--- config.mk ---
export PLATFORM = sky130hd
export DESIGN_NAME = vbp_root_cell
export DESIGN_NICKNAME = d
export VERILOG_FILES = /design/src/hdl/vignette_background_pixel_core_assert.svh /design/src/hdl/vbp_pkg.sv /design/src/hdl/vbp_root_cell.sv
export SDC_FILE = /design/constraint.sdc
export NUM_CORES = 1
export LEC_CHECK = 0
export BUFFER_PORTS_ARGS = -buffer_cell sky130_fd_sc_hd__buf_2
export CAP_MARGIN = 20
export CORE_ASPECT_RATIO = 0.6
export CORE_UTILIZATION = 45
export DETAILED_ROUTE_END_ITERATION = 8
export PLACE_DENSITY = 0.8
export SLEW_MARGIN = 20
export SYNTH_ARGS = -nofsm -noshare
export SYNTH_HDL_FRONTEND = slang
export SYNTH_SLANG_ARGS = --single-unit
--- constraint.sdc ---
create_clock -name i_clk -period 4.8 [get_ports i_clk]
set_input_delay 1.2 -clock i_clk [delete_from_list [all_inputs] [get_ports i_clk]]
set_output_delay 1.2 -clock i_clk [all_outputs]
set_load 0.02 [all_outputs]
--- src/hdl/vignette_background_pixel_core_assert.svh ---
// Assertion macros for the vignette background pixel core.
// Depends on a clock i_clk and an active-low reset i_rst_n in the using module.
`ifndef VIGNETTE_BACKGROUND_PIXEL_CORE_ASSERT_SVH
`define VIGNETTE_BACKGROUND_PIXEL_CORE_ASSERT_SVH

// Same-cycle implication.
`define VBP_ASSERT_IMP(lbl, ante, cons, msg) \
    lbl: assert property (@(posedge i_clk) disable iff (!i_rst_n) (ante) |-> (cons)) \
        else $error(msg);

// Next-cycle implication.
`define VBP_ASSERT_NXT(lbl, ante, cons, msg) \
    lbl: assert property (@(posedge i_clk) disable iff (!i_rst_n) (ante) |=> (cons)) \
        else $error(msg);

`endif

--- src/hdl/vbp_pkg.sv ---
// Package for the vignette background pixel core: widths, types, register codes.
// No dependencies.
`timescale 1ns / 1ps
`default_nettype none

package vbp_pkg;

    localparam int MAX_SIDE = 4096;
    localparam int SIDE_W   = 13;   // frame size register width
    localparam int PIX_W    = 12;   // pixel coordinate width
    localparam int COORD_W  = 20;   // Q.8 coordinates and distances
    localparam int SQ_W     = 40;   // one squared term
    localparam int RAD_W    = 42;   // radicand, even width
    localparam int ROOT_W   = RAD_W / 2;
    localparam int SQ_REM_W = ROOT_W + 1;
    localparam int DIV_W    = 20;   // divider lane width
    localparam int QUOT_W   = 16;   // Q0.16 quotient bits
    localparam int CY_MUL   = 171798692;  // ceil(2^32 / 25)

    typedef enum logic [0:0] {
        CFG_FRAME_WIDTH  = 1'b0,
        CFG_FRAME_HEIGHT = 1'b1
    } t_cfg_idx;

    typedef struct packed {
        logic [RAD_W-1:0]    rad;
        logic [SQ_REM_W-1:0] rem;
        logic [ROOT_W-1:0]   root;
    } t_sq_lane;

    typedef struct packed {
        t_sq_lane          pix_lane;
        t_sq_lane          corner;
        logic [PIX_W-1:0]  py;
        logic [PIX_W-1:0]  hm1;
    } t_root_item;

    typedef struct packed {
        logic [DIV_W-1:0]  rem;
        logic [DIV_W-1:0]  dvs;
        logic [QUOT_W-1:0] quot;
    } t_div_lane;

    typedef struct packed {
        logic glow_zero;
        logic vert_zero;
        logic vert_one;
        logic scan;
    } t_div_flags;

    typedef struct packed {
        t_div_lane  glow;
        t_div_lane  vert;
        t_div_flags flags;
    } t_div_item;

    // Size register as used: 0 reads as 1, above MAX_SIDE as MAX_SIDE.
    function automatic logic [SIDE_W-1:0] side_used(input logic [SIDE_W-1:0] v);
        if (v == '0) begin
            return SIDE_W'(1);
        end else if (v > SIDE_W'(MAX_SIDE)) begin
            return SIDE_W'(MAX_SIDE);
        end
        return v;
    endfunction

endpackage

`default_nettype wire

--- src/hdl/vbp_root_cell.sv ---
// One cell of the square-root chain: one result bit for distance and corner lanes.
// Depends on vbp_pkg.
`timescale 1ns / 1ps
`default_nettype none

module vbp_root_cell
    import vbp_pkg::*;
(
    input  wire logic       i_clk,
    input  wire logic       i_rst_n,
    input  wire logic       i_en,
    input  wire logic       i_valid,
    input  wire t_root_item i_item,
    output logic            o_valid,
    output t_root_item      o_item
);

    logic       r_valid;
    t_root_item r_item;
    t_root_item n_item;

    function automatic t_sq_lane f_step(input t_sq_lane a);
        logic [SQ_REM_W+1:0] cand;
        logic [SQ_REM_W+1:0] trial;
        t_sq_lane            r;
        cand  = {a.rem, a.rad[RAD_W-1 -: 2]};
        trial = {1'b0, a.root, 2'b01};
        r.rad = {a.rad[RAD_W-3:0], 2'b00};
        if (cand >= trial) begin
            r.rem  = SQ_REM_W'(cand - trial);
            r.root = {a.root[ROOT_W-2:0], 1'b1};
        end else begin
            r.rem  = cand[SQ_REM_W-1:0];
            r.root = {a.root[ROOT_W-2:0], 1'b0};
        end
        return r;
    endfunction

    always_comb begin
        n_item          = i_item;
        n_item.pix_lane = f_step(i_item.pix_lane);
        n_item.corner   = f_step(i_item.corner);
    end

    always_ff @(posedge i_clk) begin
        if (!i_rst_n) begin
            r_valid <= 1'b0;
        end else if (i_en) begin
            r_valid <= i_valid;
        end
    end

    always_ff @(posedge i_clk) begin
        if (i_en) begin
            r_item <= n_item;
        end
    end

    assign o_valid = r_valid;
    assign o_item  = r_item;

endmodule

`default_nettype wire

# Word level (Yosys, flattened, before mapping)
# Cells that the tools add are included.
# classes
add_sub_neg	2
mul	0
div	0
n_lt_le_gt_ge	2
n_eq_ne	0
n_shift	0
muxes	2
n_bitwise	0
reduce_logical	0
# ops
cell	count
$mux 43	2
$ge 24x23->1	2
$sub 22x22->22	2
# totals
reg_bits	191
latchBits	0
mem_bits_rw	0
romBits	0
in_bits	198
output_inout_bits	195
wordCells	15
memories	0

# Longest topological paths before layout
# Gate-level depths: netlist of run 1.
# logic_depth
depth_word	2
mapped_depth	13
ltp_nobuf	10

# Least setup slack after synthesis of run 1
# Ideal clock, no wire load.
# synth_timing
kind	input to register
from	input i_item[124] (netlist name)
to	register r_item, in the netlist o_item[139] (data pin)
setup_time_ns	0.260
t_arrival_ns	3.294
t_required_ns	4.540
path_slack_ns	1.246
stages	12
n_path_buf	3
cell_sequence	inv_1 > ha_1 > buf_4 > and3_1 > nand2_1 > or3_1 > a211o_2 > and2_4 > buf_12 > inv_8 > buf_12 > mux2_4
# synth_lines
item	line_no	text
start, declared	vbp_root_cell.sv:13	input wire t_root_item i_item,
end signal, assigned	vbp_root_cell.sv:55	r_item <= n_item;
end, declared	vbp_root_cell.sv:19	t_root_item r_item;

==> results of run 1 <==
-- sequential cells by signal (all words and copies together) (netlist names) --
name,flops
o_valid,1
o_item,190
-- cell families (layout without fill, tap and decap cells) --
logic type / Yosys count / in the layout / share of synthesized area [%]
xor gates and xnor gates: 37 / 37 / 3.66
buffers and inverters: 70 / 477 / 3.80
AOI/OAI and AO/OA: 130 / 130 / 9.63
muxes: 37 / 37 / 5.05
and+or+nand+nor: 122 / 122 / 6.64
other: 1 / 6 / 0.0424
DFF: 191 / 191 / 64.7
adders and majority gates: 46 / 46 / 6.50
-- critical path: stages --
cell      delay [ps]
buf_2             80
inv_1             40
ha_1             350
a21o_1           220
a21oi_1          230
a31oi_1          160
o21ai_1          170
a211oi_1         100
a2111o_2         740
mux2_2           380
-- cells in the mapped netlist, types with 2 or more instances --
cell type  number
a211oi_1        6
a21boi_0        2
a21o_1         16
a21oi_1        39
a31oi_1         3
and2_1          4
and3_1          4
buf_12          2
buf_2           6
buf_4           5
clkbuf_1        2
edfxtp_1      190
ha_1           46
inv_1          53
mux2_2         25
mux2_4          9
mux2i_1         3
nand2_1        39
nand2b_1        3
nand3_1        18
nand4_1         5
nor2_1         21
nor2b_1         6
nor3_1         11
nor4_1          2
o2111ai_1       2
o211ai_1        2
o21a_1          7
o21ai_0        29
o21ai_1         2
o21ai_2         2
o21bai_1        3
o31ai_1         4
o41ai_1         2
or3_1           3
xnor2_1        21
xor2_1         16
-- metal layers --
| metal | track usage, % | wire, µm | part of all wire [%] |
|---|---|---|---|
| met1 | 33.7 | 11000 | 45 |
| met5 | 0 | 8 | 0.033 |
| met2 | 36.8 | 11000 | 45 |
| met4 | 5.28 | 192 | 0.79 |
| met3 | 8.15 | 2200 | 9.0 |
-- where the power goes --
part	internal [W]	switching, W	total (W)
Combinational	0.000370	0.000598	0.000968
Clock	0.000746	0.000698	0.00144
Sequential	0.00203	0.0000400	0.00207
Total	0.00314	0.00134	0.00448
-- final cells by class --
class	instances	area share, %
sequential	191	49.1
antenna	2	0.0429
inverter	54	1.80
tap	266	2.85
clock buffer	17	3.64
clock inverter	15	1.47
multi-input combinational	376	24.0
timing repair buffer	391	17.1
-- path summary, 6_finish.rpt --
check                   from  cells past startpoint  slack (ps)          to
setup reg to reg     o_valid                      2        4200     o_valid
setup / recovery  i_item[26]                     10        1320  o_item[53]
hold / removal       o_valid                      2         520     o_valid
hold reg to reg      o_valid                      2         520     o_valid
-- through the flow --
| step | total power, W | hold slack, ps | area [µm²] |
|---|---|---|---|
| floorplan | 0.00270 | 589 | 8860 |
| global placement | 0.00305 | 501 | 11100 |
| detailed placement | 0.00306 | 512 | 11100 |
| CTS | 0.00451 | 532 | 11700 |
| global route | 0.00466 | 559 | 11700 |
| finish | 0.00448 | 522 | 11700 |
==> summary.txt, run 1 <==
Drt
  – Via count: 6691
  – Pre-antenna DRT Iters: 5
  – Initial DRC Count: 508
  – Final wirelength: 24.4 mm
  – # DRC: 0
  – Via/cell ratio: 5.10
  – Drt wl/cell: 18.6 µm
  – ANT nets after route: 0

Global route
  – Number of global-route vias before repair: 6457
  – Initial antenna violation count: 3
  – Global-route wire length before repair: 36.4 mm
  – Congestion Overflow GR: 0
  – Overall routing resource usage: 24.2%
  – Largest net degree at the start of global routing: 101

Floorplan
  – Chip Width: 183 µm
  – Full die area: 0.0203 mm²
  – Starting Density: 46.3%
  – # IOs: 393
  – Core Region: 0.0191 mm²
  – Die height: 111 µm
  – Rows: 39

Yosys
  – #FFs+latches synth: 191
  – Synth warn: 0
  – Area leader, netlist: edfxtp_1
  – Synth Flop Type: edfxtp_1
  – Mapped Area: 0.00885 mm²
  – EDFF count, synth: 190
  – Sequential area share after synthesis: 64.7%
  – Yosys top cell area share: 64.5%
  – Synth unique cells: 58
  – Post-Synthesis Cells: 634
  – Asr flop ratio synth: 0%
  – Avg Cell Area, Syn: 14.0 µm²
  – Main area contributors after synthesis: edfxtp_1 (64%), ha_1 (6.5%), mux2_2 (3.2%)

Run status
  – Status: finished clean

Worst setup path
  – CP endpoint kind: register
  – Worst Path Max Fanout: 23
  – CP arrival: 3670 ps
  – Worst Path Required: 4990 ps
  – Critical path class: in2reg
  – Worst Setup Start Kind: input pin

STA
  – Final hold violation count: 0
  – RSZ-0062 raised after global routing: false
  – Final Critical Period: 3480 ps
  – Slew @ Worst Pin: 825 ps
  – Worst relative slew slack: 45.0%
  – Setup TNS Final: 0 ps
  – Post-route setup slack: 1320 ps
  – Count of final setup violators: 0
  – Final Max Tran Viols: 0
  – Fmax: 287 MHz
  – Period utilization: 72.5%
  – Fin Clk Skew: 0 ps

Layout
  – Area growth syn-to-layout: 31.8%
  – Finished Core Util: 61.0%
  – Share of layout cells above drive strength 1: 44.8%
  – Storage element area: 0.00573 mm²
  – Commonest non-fill, non-tap cells in the layout: buf_2 (387), edfxtp_1 (190), inv_1 (53), ha_1 (46)
  – Final Instance Count excl. Fillers: 1312
  – Most common cell after layout, fill and taps aside: buf_2
  – Fin nets: 1275
  – Fill count: 1564
  – Multi-input logic area: 0.00280 mm²

Clocking
  – Cts repair resizes: 0
  – Clock Path Buffers: 2
  – Worst-path clk slew: 70 ps
  – Clk Latency, worst-skew pair: 430 ps
  – TritonCTS buffer count: 17
  – CTS tree: done
  – H-tree Lvls: 4
  – Hold buffer count at CTS: 0
  – Clock tree root buffer cell: clkbuf_16
  – Post-CTS Setup Inserts: 0
  – CTS sink count: 191

Placed design
  – PortBufs: 388
  – DP Wirelength: 18.6 mm
  – GP Congestion: 0.913
  – Inst Count DP: 1278
  – DP Worst Slack: 596 ps

Pwr
  – Max IR drop VDD: 0.000243 V
  – Leak pwr: 5.24 nW
  – Cell area power density: 384 mW/mm²

Job
  – Max-cap viol count: 0

Hold path
  – HP Class: reg2reg
(Power assumes the default switching activity.)
==> inputs of run 2 (changes only) <==
--- a/config.mk
+++ b/config.mk
@@ -8,7 +8,7 @@
 export BUFFER_PORTS_ARGS = -buffer_cell sky130_fd_sc_hd__buf_2
 export CAP_MARGIN = 20
 export CORE_ASPECT_RATIO = 0.6
-export CORE_UTILIZATION = 45
+export CORE_UTILIZATION = 43
 export DETAILED_ROUTE_END_ITERATION = 8
 export PLACE_DENSITY = 0.8
 export SLEW_MARGIN = 20
==> constraint.sdc (replaced) <==
create_clock -name i_clk -period 3.2 [get_ports i_clk]
set_input_delay 0.8 -clock i_clk [delete_from_list [all_inputs] [get_ports i_clk]]
set_output_delay 0.8 -clock i_clk [all_outputs]
set_load 0.02 [all_outputs]
==> summary.txt, run 2 (synthesis results as in run 1) <==
Drt
  – ANT nets after route: 0 (unchanged)
  – Final wirelength: 25.1 mm (+3.1%)
  – Via count: 6939 (+3.7%)
  – Drt wl/cell: 18.4 µm (-0.84%)
  – Via/cell ratio: 5.09 (-0.25%)
  – Pre-antenna DRT Iters: 5 (unchanged)
  – Initial DRC Count: 560 (+10%)
  – # DRC: 0 (unchanged)

Layout
  – Commonest non-fill, non-tap cells in the layout: buf_2 (387), edfxtp_1 (190), inv_1 (53), ha_1 (46), buf_4 (45)
  – Area growth syn-to-layout: 35.2%
  – Most common cell after layout, fill and taps aside: buf_2
  – Share of layout cells above drive strength 1: 46.9% (+2.0 points)
  – Fill count: 1623 (+3.8%)
  – Fin area: 0.0120 mm² (+2.5%)
  – Fin nets: 1319 (+3.5%)
  – Max reg flops: 190 (unchanged)

STA
  – RSZ-0062 raised after global routing: false
  – Slew @ Worst Pin: 515 ps (-310 ps)
  – Fmax: 353 MHz
  – Final hold violation count: 0 (unchanged)
  – Post-route setup slack: 366 ps (-953 ps)
  – Fin Clk Skew: 0 ps (unchanged)
  – Worst relative slew slack: 65.3% (+20 points)
  – Final Max Tran Viols: 0 (unchanged)
  – Hold Worst Slack: 524 ps (+1.68 ps)
  – Period utilization: 88.6%
  – Final Critical Period: 2830 ps
  – Count of final setup violators: 0 (unchanged)

Floorplan
  – Starting Density: 44.1% (-2.2 points)
  – Full die area: 0.0212 mm² (+4.6%)
  – # IOs: 393 (unchanged)
  – Rows: 40 (+2.6%)
  – Core Region: 0.0201 mm² (+4.9%)
  – Chip Width: 187 µm (+2.3%)
  – Die height: 113 µm (+2.3%)

Pwr
  – Tot Pwr: 0.00668 W (+49%)
  – Max IR drop VDD: 0.000364 V (+49%)
  – Leak pwr: 5.42 nW (+3.6%)
  – Cell area power density: 558 mW/mm² (+45%)

Global route
  – Largest net degree at the start of global routing: 72 (-29%)
  – Routing usage on met1: 33.3% (-0.40 points)
  – Overall routing resource usage: 23.9% (-0.34 points)
  – GR peak layer: met2
  – Initial antenna violation count: 3 (unchanged)
  – Global Route met3 Usage: 6.92% (-1.2 points)
  – Global-route wire length before repair: 37.7 mm (+3.4%)
  – Congestion Overflow GR: 0 (unchanged)
  – GR Util met2: 35.8% (-1.0 points)
  – Number of global-route vias before repair: 6680 (+3.5%)

Clocking
  – Worst-path clk slew: 80 ps (about the same)
  – Clock Path Buffers: 2 (unchanged)
  – CTS sink count: 191 (unchanged)
  – TritonCTS buffer count: 17 (unchanged)
  – Post-CTS Setup Inserts: 0 (unchanged)
  – H-tree Lvls: 4 (unchanged)
  – Clk Latency, worst-skew pair: 440 ps (about the same)
  – Clock tree root buffer cell: clkbuf_16
  – Cts repair resizes: 0 (unchanged)
  – CTS tree: done
  – Hold buffer count at CTS: 0 (unchanged)

Worst setup path
  – Worst Path Required: 3520 ps (-1470 ps)
  – CP endpoint kind: register
  – Reg-to-Reg Start: o_valid
  – CP dominant cell by count: buf_4
  – R2R setup slack: 2560 ps (-1640 ps)
  – Worst Setup Start Kind: input pin
  – R2r worst-path depth: 2 (unchanged)
  – Critical path class: in2reg
  – CP Cell Sequence: buf_2, inv_1, ha_1, a21o_1, a21oi_1, a211oi_1, buf_4, o21ai_0, mux2i_1, a2111oi_0, buf_4, mux2_2
  – Slowest Stage Delay on Critical Path: 410 ps (-330 ps)
  – Reg-to-reg critical path endpoint: o_valid
  – CP arrival: 3150 ps (-520 ps)
  – Worst Path Max Fanout: 4 (-83%)
  – Slowest cell on crit path: a2111oi_0

Placed design
  – DP Worst Slack: -51.2 ps (-647 ps)
  – DP Wirelength: 19.9 mm (+6.7%)
  – GP Congestion: 0.908 (-0.56%)
  – Dpl cell area: 0.0114 mm² (+3.1%)
  – PortBufs: 388 (unchanged)

Hold path
  – Worst Hold End: o_item[78]
  – Cells on Worst Hold Path: 1 (-1)
  – HP Class: in2reg
  – Worst hold start: i_item[76]

Run status
  – Status: finished clean

Job
  – Max-cap viol count: 0 (unchanged)
run 2: layout make-up:
| type | count | area [µm²] | share of cell area, % |
|---|---|---|---|
| multi-input combinational | 376 | 2800 | 23.4 |
| antenna | 3 | 7.51 | 0.0627 |
| clock inverter | 14 | 124 | 1.04 |
| sequential | 191 | 5730 | 47.8 |
| inverter | 54 | 210 | 1.76 |
| clock buffer | 18 | 429 | 3.59 |
| tap | 273 | 342 | 2.85 |
| timing repair buffer | 435 | 2330 | 19.5 |
run 2: how the worst max path moves through the flow:
| stage | startpoint | end | slack [ps] | cells past startpoint |
|---|---|---|---|---|
| 3_5_place_dp | i_item[26] | o_item[63] | -50 | 12 |
| 2_1_floorplan | i_item[124] | o_item[139] | 50 | 12 |
| 3_3_place_gp | i_item[26] | o_item[59] | 20 | 11 |
| 5_1_grt | i_item[26] | o_item[63] | 200 | 12 |
| 4_1_cts | i_item[26] | o_item[63] | 410 | 12 |
| 6_report | i_item[26] | o_item[63] | 370 | 12 |
run 2: stage by stage:
| step | utilization [%] | std cells | TNS [ps] |
|---|---|---|---|
| floorplan | - | 637 | 0 |
| global placement | 56.8 | 1329 | 0 |
| detailed placement | 56.8 | 1329 | -140 |
| CTS | 59.6 | 1361 | 0 |
| global route | 59.6 | 1362 | 0 |
| finish | 59.6 | 1364 | 0 |
run 2: power breakdown:
group / internal (W) / switching, W
sequential: 0.00304 / 0.0000642
combinational: 0.000612 / 0.000920
clock: 0.00103 / 0.00102
run 2: worst max-delay path: cells and delay by family:
kind / cells / cell delay [ps]
adder cells (fa/ha/maj): 1 / 340
multiplexers: 2 / 260
buffers and inverters: 4 / 470
AO/OA/AOI/OAI: 5 / 1310
run 2: per-layer routing:
metal  vias up  routed length, µm
met5         -                  0
met4         0                402
met3        27               2470
met2       332              11300
met1      3331              11000
li1       3249                  -
