[src/hdl/vignette_background_pixel_core_assert.svh]
// Assertion macros for the vignette background pixel core.
// Depends on a clock i_clk and an active-low reset i_rst_n in the using module.
`ifndef VIGNETTE_BACKGROUND_PIXEL_CORE_ASSERT_SVH
`define VIGNETTE_BACKGROUND_PIXEL_CORE_ASSERT_SVH

// Same-cycle implication.
`define VBP_ASSERT_IMP(lbl, ante, cons, msg) \
    lbl: assert property (@(posedge i_clk) disable iff (!i_rst_n) (ante) |-> (cons)) \
        else $error(msg);

// Next-cycle implication.
`define VBP_ASSERT_NXT(lbl, ante, cons, msg) \
    lbl: assert property (@(posedge i_clk) disable iff (!i_rst_n) (ante) |=> (cons)) \
        else $error(msg);

`endif

[src/hdl/vbp_pkg.sv]
// Package for the vignette background pixel core: widths, types, register codes.
// No dependencies.
`timescale 1ns / 1ps
`default_nettype none

package vbp_pkg;

    localparam int MAX_SIDE = 4096;
    localparam int SIDE_W   = 13;   // frame size register width
    localparam int PIX_W    = 12;   // pixel coordinate width
    localparam int COORD_W  = 20;   // Q.8 coordinates and distances
    localparam int SQ_W     = 40;   // one squared term
    localparam int RAD_W    = 42;   // radicand, even width
    localparam int ROOT_W   = RAD_W / 2;
    localparam int SQ_REM_W = ROOT_W + 1;
    localparam int DIV_W    = 20;   // divider lane width
    localparam int QUOT_W   = 16;   // Q0.16 quotient bits
    localparam int CY_MUL   = 171798692;  // ceil(2^32 / 25)

    typedef enum logic [0:0] {
        CFG_FRAME_WIDTH  = 1'b0,
        CFG_FRAME_HEIGHT = 1'b1
    } t_cfg_idx;

    typedef struct packed {
        logic [RAD_W-1:0]    rad;
        logic [SQ_REM_W-1:0] rem;
        logic [ROOT_W-1:0]   root;
    } t_sq_lane;

    typedef struct packed {
        t_sq_lane          pix_lane;
        t_sq_lane          corner;
        logic [PIX_W-1:0]  py;
        logic [PIX_W-1:0]  hm1;
    } t_root_item;

    typedef struct packed {
        logic [DIV_W-1:0]  rem;
        logic [DIV_W-1:0]  dvs;
        logic [QUOT_W-1:0] quot;
    } t_div_lane;

    typedef struct packed {
        logic glow_zero;
        logic vert_zero;
        logic vert_one;
        logic scan;
    } t_div_flags;

    typedef struct packed {
        t_div_lane  glow;
        t_div_lane  vert;
        t_div_flags flags;
    } t_div_item;

    // Size register as used: 0 reads as 1, above MAX_SIDE as MAX_SIDE.
    function automatic logic [SIDE_W-1:0] side_used(input logic [SIDE_W-1:0] v);
        if (v == '0) begin
            return SIDE_W'(1);
        end else if (v > SIDE_W'(MAX_SIDE)) begin
            return SIDE_W'(MAX_SIDE);
        end
        return v;
    endfunction

endpackage

`default_nettype wire

[src/hdl/vbp_div_cell.sv]
// One cell of the divider chain: one quotient bit for the glow and vertical lanes.
// Depends on vbp_pkg.
`timescale 1ns / 1ps
`default_nettype none

module vbp_div_cell
    import vbp_pkg::*;
(
    input  wire logic      i_clk,
    input  wire logic      i_rst_n,
    input  wire logic      i_en,
    input  wire logic      i_valid,
    input  wire t_div_item i_item,
    output logic           o_valid,
    output t_div_item      o_item
);

    logic      r_valid;
    t_div_item r_item;
    t_div_item n_item;

    // Restoring step; remainder stays below the divisor.
    function automatic t_div_lane f_step(input t_div_lane a);
        logic [DIV_W:0] sh;
        t_div_lane      r;
        sh    = {a.rem, 1'b0};
        r.dvs = a.dvs;
        if (sh >= {1'b0, a.dvs}) begin
            r.rem  = DIV_W'(sh - {1'b0, a.dvs});
            r.quot = {a.quot[QUOT_W-2:0], 1'b1};
        end else begin
            r.rem  = sh[DIV_W-1:0];
            r.quot = {a.quot[QUOT_W-2:0], 1'b0};
        end
        return r;
    endfunction

    always_comb begin
        n_item      = i_item;
        n_item.glow = f_step(i_item.glow);
        n_item.vert = f_step(i_item.vert);
    end

    always_ff @(posedge i_clk) begin
        if (!i_rst_n) begin
            r_valid <= 1'b0;
        end else if (i_en) begin
            r_valid <= i_valid;
        end
    end

    always_ff @(posedge i_clk) begin
        if (i_en) begin
            r_item <= n_item;
        end
    end

    assign o_valid = r_valid;
    assign o_item  = r_item;

endmodule

`default_nettype wire

[config.mk]
export PLATFORM = sky130hd
export DESIGN_NAME = vbp_div_cell
export DESIGN_NICKNAME = d
export VERILOG_FILES = /design/src/hdl/vignette_background_pixel_core_assert.svh /design/src/hdl/vbp_pkg.sv /design/src/hdl/vbp_div_cell.sv
export SDC_FILE = /design/constraint.sdc
export NUM_CORES = 1
export LEC_CHECK = 0
export BUFFER_PORTS_ARGS = -buffer_cell sky130_fd_sc_hd__buf_4
export CORE_MARGIN = 1.5
export CORE_UTILIZATION = 40
export DETAILED_ROUTE_END_ITERATION = 8
export PLACE_DENSITY = 0.78
export SLEW_MARGIN = 20
export SYNTH_ARGS = -nofsm -noshare
export SYNTH_HDL_FRONTEND = slang
export SYNTH_SLANG_ARGS = --single-unit
[constraint.sdc]
create_clock -name i_clk -period 6.3 [get_ports i_clk]
set_clock_uncertainty 0.15 [all_clocks]
set_input_delay 1.26 -clock i_clk [delete_from_list [all_inputs] [get_ports i_clk]]
set_output_delay 1.26 -clock i_clk [all_outputs]
set_load 0.02 [all_outputs]
* Yosys cells after proc, flatten, opt, wreduce, memory -nomap -nowiden
Index checks and enable logic that the tools add are counted.
** Cells by class
- Add/subtract/negate cells :: 2
- Order comparisons :: 2
- Multiplexer cells :: 4
** Operator list (number)
- 21-bit by 20-bit >= comparator with 1-bit output :: 2
- 20-bit two-way mux :: 2
- 20-bit subtractor :: 2
- 1-bit two-way mux :: 2
** Word-level totals
- Bits in registers :: 117
- Bits of input ports :: 120
- Output and inout bits :: 117
- Logic and storage cells :: 21

* Depth between registers and ports, before layout
Gate-level depths: netlist (run 1).
- Depth after elaboration :: 2
- Depth in mapped cells :: 11
- Gate-level depth less buffers :: 9

* Worst setup path after synthesis (run 1)
No wires, ideal clock.
- Kind :: input port to flip-flop
- From :: input i_item[26] in the netlist's numbering
- To :: register r_item (netlist bit o_item[42]), data pin
- Library setup time :: 260 ps
- Arrival :: 3168 ps
- Data required time :: 5890 ps
- Path slack :: 2722 ps
- Stages on the path :: 11
- Path buffers :: 2
- Cells stage by stage :: inv_1 > ha_1 > buf_6 > a21oi_2 > o21ai_1 > a41oi_1 > o211ai_1 > and3_1 > a211oi_2 > buf_6 > mux2_2
** RTL lines
- start, declared :: line vbp_div_cell.sv:13 : input wire t_div_item i_item,
- end signal, assigned :: line vbp_div_cell.sv:54 : r_item <= n_item;
- end, declared :: line vbp_div_cell.sv:19 : t_div_item r_item;

==> impl_results.md, run 1 <==
* DIE AREA at 16700 um^2
* Post-cts hold buffer count at 0
* # clock sinks at 117
* Crit path max fanout at 18
* Synthesized area at 6370 um^2
* Starting Density at 41.4%
* Mapped Avg Cell Area at 12.1 um^2
* Most frequent CP cell: buf_4
* # diodes at 0
* Critical path class: input port to flip-flop
* Core ar. at 15400 um^2
* Detailed placer's ending HPWL at 11.5 mm
* Die H at 129 um
* CTS clk-pin slew, worst paths at 0.06 ns
* Area Growth Syn to Fin at 39.8%
* Post-synthesis sequential area ratio at 55.0%
* Ys async rst share at 0%
* Highest clock rate at 255 MHz
* Post-CTS setup buffers at 0
* CTS root buf: clkbuf_16
* Synth Net Count at 688
* Hold WC Path Type: flip-flop to flip-flop
* Critical path arrival at 3.94 ns
* I/O Buffers at 234
* YS warnings at 0
* Final Instance Area at 8900 um^2
* Iteration-0 DRC Markers at 321
* Final setup violation count at 0
* Least-Margin Pin Slew at 1.01 ns
* Clock Path Buffers at 2
* Fin. max-slew vios at 0
* Drt via density at 5.00
* Fin. Hold Viols at 0
* CP delay by family, top: compound AO/OA/AOI/OAI gates
* DRC viols at 0
* Ports at 237
* Layout cells sized above 1 at 39.5%
* DR WL/cell at 15.2 um
* TritonCTS Buffers at 17
* Largest net degree at the start of global routing at 79
* Worst path buffer plus inverter count at 3
* Hold Slack at 0.367 ns
* RSZ-0062 raised after global routing: false
* Total Routing Usage GR at 18.1%
* Post-DP Area at 8310 um^2
* Element type at the critical path end: flip-flop
* Final net count at 931
* Initial antenna violation count at 0
* Post-cts resize count at 0
* CTS tree: done
* Slowest CP cell: o31ai_4
* Netlist cell types at 65
* Final WL at 15.1 mm
* Tmin final at 3.93 ns
* Vias in the first global route at 4796
* Grt ovf at 0
* RD Place Congestion at 0.897
* Slew HR at 32.6%
* Commonest register cell after synthesis: edfxtp_1
* Max stage delay on crit path at 0.66 ns
* Die Wd at 129 um
* H-tree depth at 4
* Status: complete, no violations
* Number of synthesized flops with an enable pin at 116
* Site Rows at 45
* Critical Path RT at 6.31 ns
* Clk Latency, worst-skew pair at 0.41 ns
* Synth Instances at 526
* Global-route wire length before repair at 23.2 mm
* Fin Setup TNS at 0 ns
* Final period utilization at 62.4%
* Via count at 4967
* Max VDD drop at 0.166 mV
* PwrDens at 286 nW/um^2
* Leak at 3.92 nW
* Fin util at 57.9%
* Fillers at 1295
* Yosys reg bits at 117
* Crit start category: input port
* Crit path cell chain: buf_4 > inv_1 > ha_1 > and3_1 > nand2_1 > a211oi_2 > nor3_2 > o31ai_4 > buf_4 > mux2_2
* Max-Cap Viols at 0
* Antenna-violating nets left at 0
* Drt pass-1 iters at 4
## cell usage in the layout, fill, tap and decap left out, types with 10 or more instances in the layout
master,synthesis,final
nand3_1,10,10
clkbuf_16,0,17
xnor2_1,19,19
inv_1,56,56
nor2_1,30,30
o21ai_0,26,26
xor2_1,12,12
ha_1,40,40
mux2_2,20,20
buf_4,0,237
nand2_1,32,32
a21oi_1,39,39
edfxtp_1,116,116
## cell families after synthesis
logic type                 synth area share (%)
buffers and inverters                      4.83
DFF                                        55.0
xor gates and xnor gates                   4.26
and+or+nand+nor                            8.27
muxes                                      5.37
adders and majority gates                  8.49
AOI/OAI and AO/OA                          13.7
## cell type report
cell class,count,area [um^2],share of cell area (%)
clock buffer,17,425,4.78
clock inverter,15,161,1.81
inverter,56,210,2.36
multi-input combinational,340,2550,28.7
sequential,117,3500,39.4
tap,211,264,2.97
timing repair buffer,237,1780,20.0
## cell usage after synthesis (2+ instances only)
master	n	area, um^2
o21ai_0	26	130
buf_6	6	67.6
a211oi_2	2	25.0
a31oi_1	3	18.8
nor2b_1	7	43.8
buf_2	3	15.0
or2_2	2	12.5
o31ai_1	2	15.0
a21o_1	8	60.1
and3_1	4	25.0
a211oi_1	4	30.0
a21boi_0	2	15.0
nor3_1	6	30.0
mux2_4	3	45.0
o211ai_1	3	22.5
ha_1	40	500
fa_1	2	40.0
mux2_2	20	225
o21ba_2	2	20.0
o21a_1	9	67.6
and2_1	4	25.0
mux2i_1	6	60.1
o22ai_1	2	12.5
xnor2_1	19	166
nor2_1	30	113
nand2b_1	2	12.5
inv_1	56	210
nand3_1	10	50.1
xor2_1	12	105
clkbuf_1	4	15.0
nand2_1	32	120
a21oi_1	39	195
nand4_1	4	25.0
edfxtp_1	116	3480
o21bai_1	5	37.5
o21ai_1	2	10.0
## flip-flops by register name, indices dropped and copies added (netlist names)
| register | count |
|---|---|
| o_valid | 1 |
| o_item | 116 |
## final timing paths
| check | depth (start not counted) | endpoint | start | slack, ns |
|---|---|---|---|---|
| worst max-delay path | 10 | o_item[107] | i_item[87] | 2.37 |
| worst max register to register | 2 | o_valid | o_valid | 5.57 |
| worst min register to register | 2 | o_valid | o_valid | 0.37 |
| worst min-delay path | 2 | o_valid | o_valid | 0.37 |
## where the power goes
group          total, mW  switching, mW  internal (mW)
combinational      0.610          0.329          0.281
sequential         0.981         0.0225          0.958
clock              0.951          0.389          0.561
total               2.54          0.741           1.80
## metrics by stage
step | cells | worst slack, ns | power, mW
floorplan | 526 | 2.72 | 1.36
finish | 993 | 2.37 | 2.54
global placement | 961 | 1.96 | 1.60
CTS | 993 | 2.39 | 2.57
detailed placement | 961 | 1.94 | 1.61
global route | 993 | 2.23 | 2.66
## routing by layer
layer	vias to the layer above	share of wire [%]	track usage, %
met4	0	0.83	5.62
met2	198	51	31.6
li1	2424	-	-
met3	16	10	7.68
met1	2329	38	20.1
met5	-	0	0
## worst reg2reg max path, stage by stage, from the launching register on
cell and delay [ns]:
dfxtp_1 0.31, mux2i_1 0.12, nor2b_1 0.06
Note: power is estimated with default switching activity, not from simulation.
==> run 2, diff against run 1 <==
- clock period: 6.3 -> 4.1 ns (I/O delays scaled with it)
==> run 2 against run 1 <==
  * Die area is the same
  * First-iteration DRC count shrank 24%
  * Global-route usage grew 0.40 points
  * Clock-buffer cell count is the same
  * Cell count grew 0.30%
  * Critical path type unchanged
  * Critical path depth grew 1
  * Non-clock buffer count grew 3
  * Combinational power grew 55%
  * Largest cell class unchanged
==> impl_results.md, run 2 (synthesis gave the netlist of run 1 again) <==
* Status: complete, no violations
* RSZ-0062 raised after global routing: false
* Clock Path Buffers at 2 (unchanged)
* Max stage delay on crit path at 0.40 ns (-0.26 ns)
* Layout cells sized above 1 at 39.7% (+0.23 points)
* Power Total at 3.88 mW (+53%)
* Area Growth Syn to Fin at 40.1%
* PwrDens at 435 nW/um^2 (+52%)
* Gate power share at 24.3% (+0.3 points)
* Hold Slack at 0.371 ns (+0.00407 ns)
* Max VDD drop at 0.277 mV (+66%)
* Max-Cap Viols at 0 (unchanged)
* Fin. max-slew vios at 0 (unchanged)
* Site Rows at 45 (unchanged)
* Clk Latency, worst-skew pair at 0.41 ns (about the same)
* Fillers at 1319 (+1.9%)
* Slowest CP cell: ha_1
* # diodes at 0 (unchanged)
* Die Wd at 129 um (unchanged)
* I/O Buffers at 234 (unchanged)
* Crit path max fanout at 16 (-2)
* Detailed placer's ending HPWL at 11.8 mm (+2.3%)
* Flop pwr share at 38.8% (+0.2 points)
* Final net count at 934 (+0.32%)
* Post-cts hold buffer count at 0 (unchanged)
* Element type at the critical path end: flip-flop
* RD Place Congestion at 0.893 (-0.42%)
* Drt via density at 4.92 (-1.7%)
* Number of flip-flops in the largest register at 116 (unchanged)
* H-tree depth at 4 (unchanged)
* Final period utilization at 76.9%
* Crit path cell chain: buf_4 > inv_1 > ha_1 > a21oi_2 > o21ai_1 > a41oi_1 > o211ai_1 > and3_1 > a211oi_2 > buf_4 > mux2_2
* Highest clock rate at 317 MHz
* Vias in the first global route at 4919 (+2.6%)
* Critical path arrival at 3.16 ns (-0.78 ns)
* CTS clk-pin slew, worst paths at 0.06 ns (about the same)
* Sw frac at 29.0% (-0.13 points)
* Non-Filler Instances at 996 (+0.30%)
* Post-cts resize count at 0 (unchanged)
* Via count at 4897 (-1.4%)
* Worst path buffer plus inverter count at 3 (unchanged)
* Tmin final at 3.15 ns
* Commonest non-fill, non-tap cell in the layout: buf_4
* DR WL/cell at 15.5 um (+2.1%)
* CTS tree: done
* # clock sinks at 117 (unchanged)
* NetSw at 1.13 mW (+52%)
* Starting Density at 41.4% (unchanged)
* Most frequent cells in the layout: 239 x buf_4, 116 x edfxtp_1, 56 x inv_1
* Grt ovf at 0 (unchanged)
* Internal at 2.76 mW (+53%)
* Placed Cells at 964 (+0.31%)
* Crit start category: input port
* Critical path class: input port to flip-flop
* Fin Setup TNS at 0 ns (unchanged)
* Final setup violation count at 0 (unchanged)
* Critical Path RT at 4.11 ns (-2.20 ns)
* Ports at 237 (unchanged)
* Hold WC Path Type: flip-flop to flip-flop
* Most frequent CP cell: buf_4
* TritonCTS Buffers at 17 (unchanged)
* Drt pass-1 iters at 4 (unchanged)
* Core ar. at 15400 um^2 (unchanged)
* Clock power share at 36.9% (-0.5 points)
* Global-route wire length before repair at 23.6 mm (+1.7%)
* Total Routing Usage GR at 18.5% (+0.40 points)
* Slew HR at 52.9% (+20 points)
* DIE AREA at 16700 um^2 (unchanged)
* Iteration-0 DRC Markers at 244 (-24%)
* Initial antenna violation count at 0 (unchanged)
* Fin. Hold Viols at 0 (unchanged)
* Antenna-violating nets left at 0 (unchanged)
* CP delay by family, top: compound AO/OA/AOI/OAI gates
* Least-Margin Pin Slew at 0.706 ns (-0.304 ns)
* Leak at 3.94 nW (+0.47%)
* Die H at 129 um (unchanged)
* Post-CTS setup buffers at 0 (unchanged)
* CTS root buf: clkbuf_16
* Final WL at 15.4 mm (+2.4%)
* Largest net degree at the start of global routing at 64 (-19%)
* DRC viols at 0 (unchanged)
run 2: cell types whose count changed in the layout (fill, tap and decap cells not counted), sizes merged:
| cell | previous run | this run |
|---|---|---|
| buf | 237 | 240 |
| clkinvlp | 3 | 1 |
| clkinv | 1 | 7 |
| inv | 66 | 62 |
run 2: per-layer routing:
layer / track usage (%) / share of wire (%) / vias up / wire, um
met3: 7.80 / 11 / 26 / 1630
met4: 7.34 / 1.9 / 0 / 300
met5: 0 / 0 / - / 0
met2: 32.5 / 50 / 191 / 7680
li1: - / - / 2424 / -
met1: 19.8 / 38 / 2256 / 5810
run 2: stage by stage:
| step | cell area, um^2 | worst slack, ns | utilization, % |
|---|---|---|---|
| after floorplan | 6370 | 0.962 | - |
| after global placement | 8350 | 0.576 | 54.3 |
| after detailed placement | 8350 | 0.540 | 54.3 |
| after CTS | 8920 | 0.971 | 58.0 |
| after global routing | 8920 | 0.880 | 58.0 |
| final | 8920 | 0.947 | 58.0 |
run 2: power by group through the flow:
stage	combinational, mW	clock (mW)	sequential (mW)
after CTS	0.950	1.46	1.51
after detailed placement	0.944	0	1.53
final	0.944	1.43	1.51
after floorplan	0.393	0	1.70
after global routing	1.02	1.52	1.52
after global placement	0.931	0	1.53
run 2: path summary, 6_finish.rpt:
check	start	to	slack [ns]	cells past startpoint
setup reg to reg	o_valid	o_valid	3.36	2
setup / recovery	i_item[26]	o_item[55]	0.95	11
hold / removal	o_valid	o_valid	0.37	2
hold reg to reg	o_valid	o_valid	0.37	2
run 2: worst reg2reg max path, stage by stage, from the launching register on:
cell	delay, ns
dfxtp_1	0.31
mux2i_1	0.12
nor2b_1	0.06
run 2: cell type report:
cell class / instances / area [um^2] / share of cell area, %
Sequential cell: 117 / 3500 / 39.3
Inverter: 56 / 210 / 2.36
Clock inverter: 15 / 146 / 1.64
Clock buffer: 17 / 425 / 4.77
Timing Repair Buffer: 240 / 1810 / 20.3
Multi-Input combinational cell: 340 / 2550 / 28.6
Tap cell: 211 / 264 / 2.96
==> run 3, diff against run 2 <==
- PLACE_DENSITY: 0.78 -> 0.81
- clock period: 4.1 -> 2.7 ns (I/O delays scaled with it)
==> run 3 against run 2 <==
  * First-iteration DRC count shrank 17%
  * Clock power up 54%
  * Clock-buffer cell count stayed put
  * Sequential share of layout area down 4.0 points
  * Core utilization rose by 6.5 points
  * Total power up 60%
  * Register-to-register slack worse by 1.4 ns
  * Flip-flop and latch count is the same
  * Global-route usage grew 2.0 points
  * Largest cell class unchanged
  * Highest routed layer unchanged
==> impl_results.md, run 3 (synthesis gave the netlist of run 1 again) <==
* # clock sinks at 117 (unchanged)
* Via count at 5401 (+10%)
* Core ar. at 15400 um^2 (unchanged)
* Initial antenna violation count at 0 (unchanged)
* Leak at 4.46 nW (+13%)
* Reg2reg start: o_valid
* Area Growth Syn to Fin at 55.8%
* DIE AREA at 16700 um^2 (unchanged)
* Status: complete, no violations
* Critical Path Sink: o_item[52]
* DR WL/cell at 15.7 um (+1.5%)
* Detailed placer's ending HPWL at 13.4 mm (+14%)
* Reg2reg path depth at 2 (unchanged)
* RD Place Congestion at 0.901 (+0.87%)
* H-tree depth at 4 (unchanged)
* Fin. max-slew vios at 0 (unchanged)
* Site Rows at 45 (unchanged)
* PwrDens at 625 nW/um^2 (+44%)
* # diodes at 0 (unchanged)
* CTS clk-pin slew, worst paths at 0.06 ns (about the same)
* Tmin final at 2.58 ns
* Layout cells sized above 1 at 49.3% (+9.5 points)
* CTS root buf: clkbuf_16
* Commonest non-fill, non-tap cell in the layout: buf_4
* Max VDD drop at 0.375 mV (+35%)
* Vias in the first global route at 5528 (+12%)
* RSZ-0062 raised after global routing: false
* Critical path arrival at 2.59 ns (-0.57 ns)
* Number of flip-flops in the largest register at 116 (unchanged)
* R2R Path End: o_valid
* Highest clock rate at 387 MHz
* CTS tree: done
* I/O Buffers at 234 (unchanged)
* Max-Cap Viols at 0 (unchanged)
* Critical path origin: i_item[20]
* Post-cts hold buffer count at 0 (unchanged)
* Antenna-violating nets left at 0 (unchanged)
* Power Total at 6.19 mW (+60%)
* Post-cts resize count at 0 (unchanged)
* Drt via density at 4.94 (+0.41%)
* Fin util at 64.5% (+6.5 points)
* Final period utilization at 95.6%
* Die H at 129 um (unchanged)
* Clock Path Buffers at 2 (unchanged)
* Fin. Hold Viols at 0 (unchanged)
* Drt pass-1 iters at 7 (+3)
* Final WL at 17.2 mm (+11%)
* Post-CTS setup buffers at 0 (unchanged)
* Element type at the critical path end: flip-flop
* Least-Margin Pin Slew at 0.745 ns (+0.0387 ns)
* Most frequent cells in the layout: 337 x buf_4, 116 x edfxtp_1, 51 x inv_1
* WHS Path Cells at 1 (-1)
* Iteration-0 DRC Markers at 203 (-17%)
* Largest net degree at the start of global routing at 63 (-1.6%)
* Hold Slack at 0.151 ns (-0.220 ns)
* Final setup violation count at 0 (unchanged)
* Slew HR at 50.3% (-2.6 points)
* Ports at 237 (unchanged)
* TritonCTS Buffers at 17 (unchanged)
* Die Wd at 129 um (unchanged)
* Grt ovf at 0 (unchanged)
* Register-to-register setup slack at 1.95 ns (-1.41 ns)
* DRC viols at 0 (unchanged)
* Critical Path RT at 2.71 ns (-1.40 ns)
* Starting Density at 41.4% (unchanged)
* Final net count at 1032 (+10%)
* Global-route wire length before repair at 26.3 mm (+11%)
* Crit path max fanout at 3 (-13)
* Clk Latency, worst-skew pair at 0.41 ns (about the same)
* Critical path class: input port to flip-flop
* Crit start category: input port
* Total Routing Usage GR at 20.5% (+2.0 points)
* Hold WC Path Type: input port to flip-flop
==> run 3: changes by cell type in the layout (fill, tap and decap cells not counted), sizes merged <==
cell | before | now
bufinv | 1 | 2
clkinvlp | 1 | 3
inv | 62 | 60
clkinv | 7 | 6
buf | 240 | 338
==> run 3: final cells by class <==
class / instances / area, um^2
Inverter: 56 / 215
Timing Repair Buffer: 338 / 2550
Clock buffer: 17 / 425
Tap cell: 211 / 264
Clock inverter: 15 / 154
Multi-Input combinational cell: 340 / 2800
Fill cell: 1169 / 5460
Sequential cell: 117 / 3500
==> run 3: per-layer routing <==
metal	GRT usage [%]	vias to the layer above	wire, um
met5	0	-	0
met4	10.9	0	627
met3	6.98	45	1610
met2	37.3	234	8760
met1	20.6	2504	6200
li1	-	2618	-
==> run 3: how the worst min path moves through the flow <==
| stage | start | end | slack, ns |
|---|---|---|---|
| 6_report | i_item[17] | o_item[18] | 0.15 |
| 5_1_grt | i_item[7] | o_item[8] | 0.13 |
| 4_1_cts | i_item[17] | o_item[18] | 0.13 |
| 3_5_place_dp | o_valid | o_valid | 0.39 |
| 3_3_place_gp | o_valid | o_valid | 0.35 |
| 2_1_floorplan | o_valid | o_valid | 0.44 |
==> run 3: metrics by stage <==
stage	setup slack (ns)	setup TNS (ns)	std cells	cell area, um^2
after floorplan	-0.0202	-0.299	526	6630
final	0.119	0	1094	9920
after detailed placement	-0.264	-7.48	1062	9330
after global placement	-0.243	-6.78	1062	9330
after CTS	0.114	0	1094	9910
after global routing	0.00148	0	1094	9920
==> run 3: power by group <==
part | internal, mW | switching, mW | leakage (nW)
clock | 1.36 | 0.840 | 0.278
sequential | 2.24 | 0.0538 | 1.14
combinational | 0.852 | 0.852 | 3.04
==> run 3: worst max-delay path, stage by stage <==
cell,delay (ns)
buf_4,0.12
fa_1,0.44
nor2b_1,0.18
o21ai_0,0.16
o22ai_1,0.25
o41ai_2,0.08
buf_4,0.15
o21ai_0,0.27
xor2_1,0.11
mux2_2,0.27
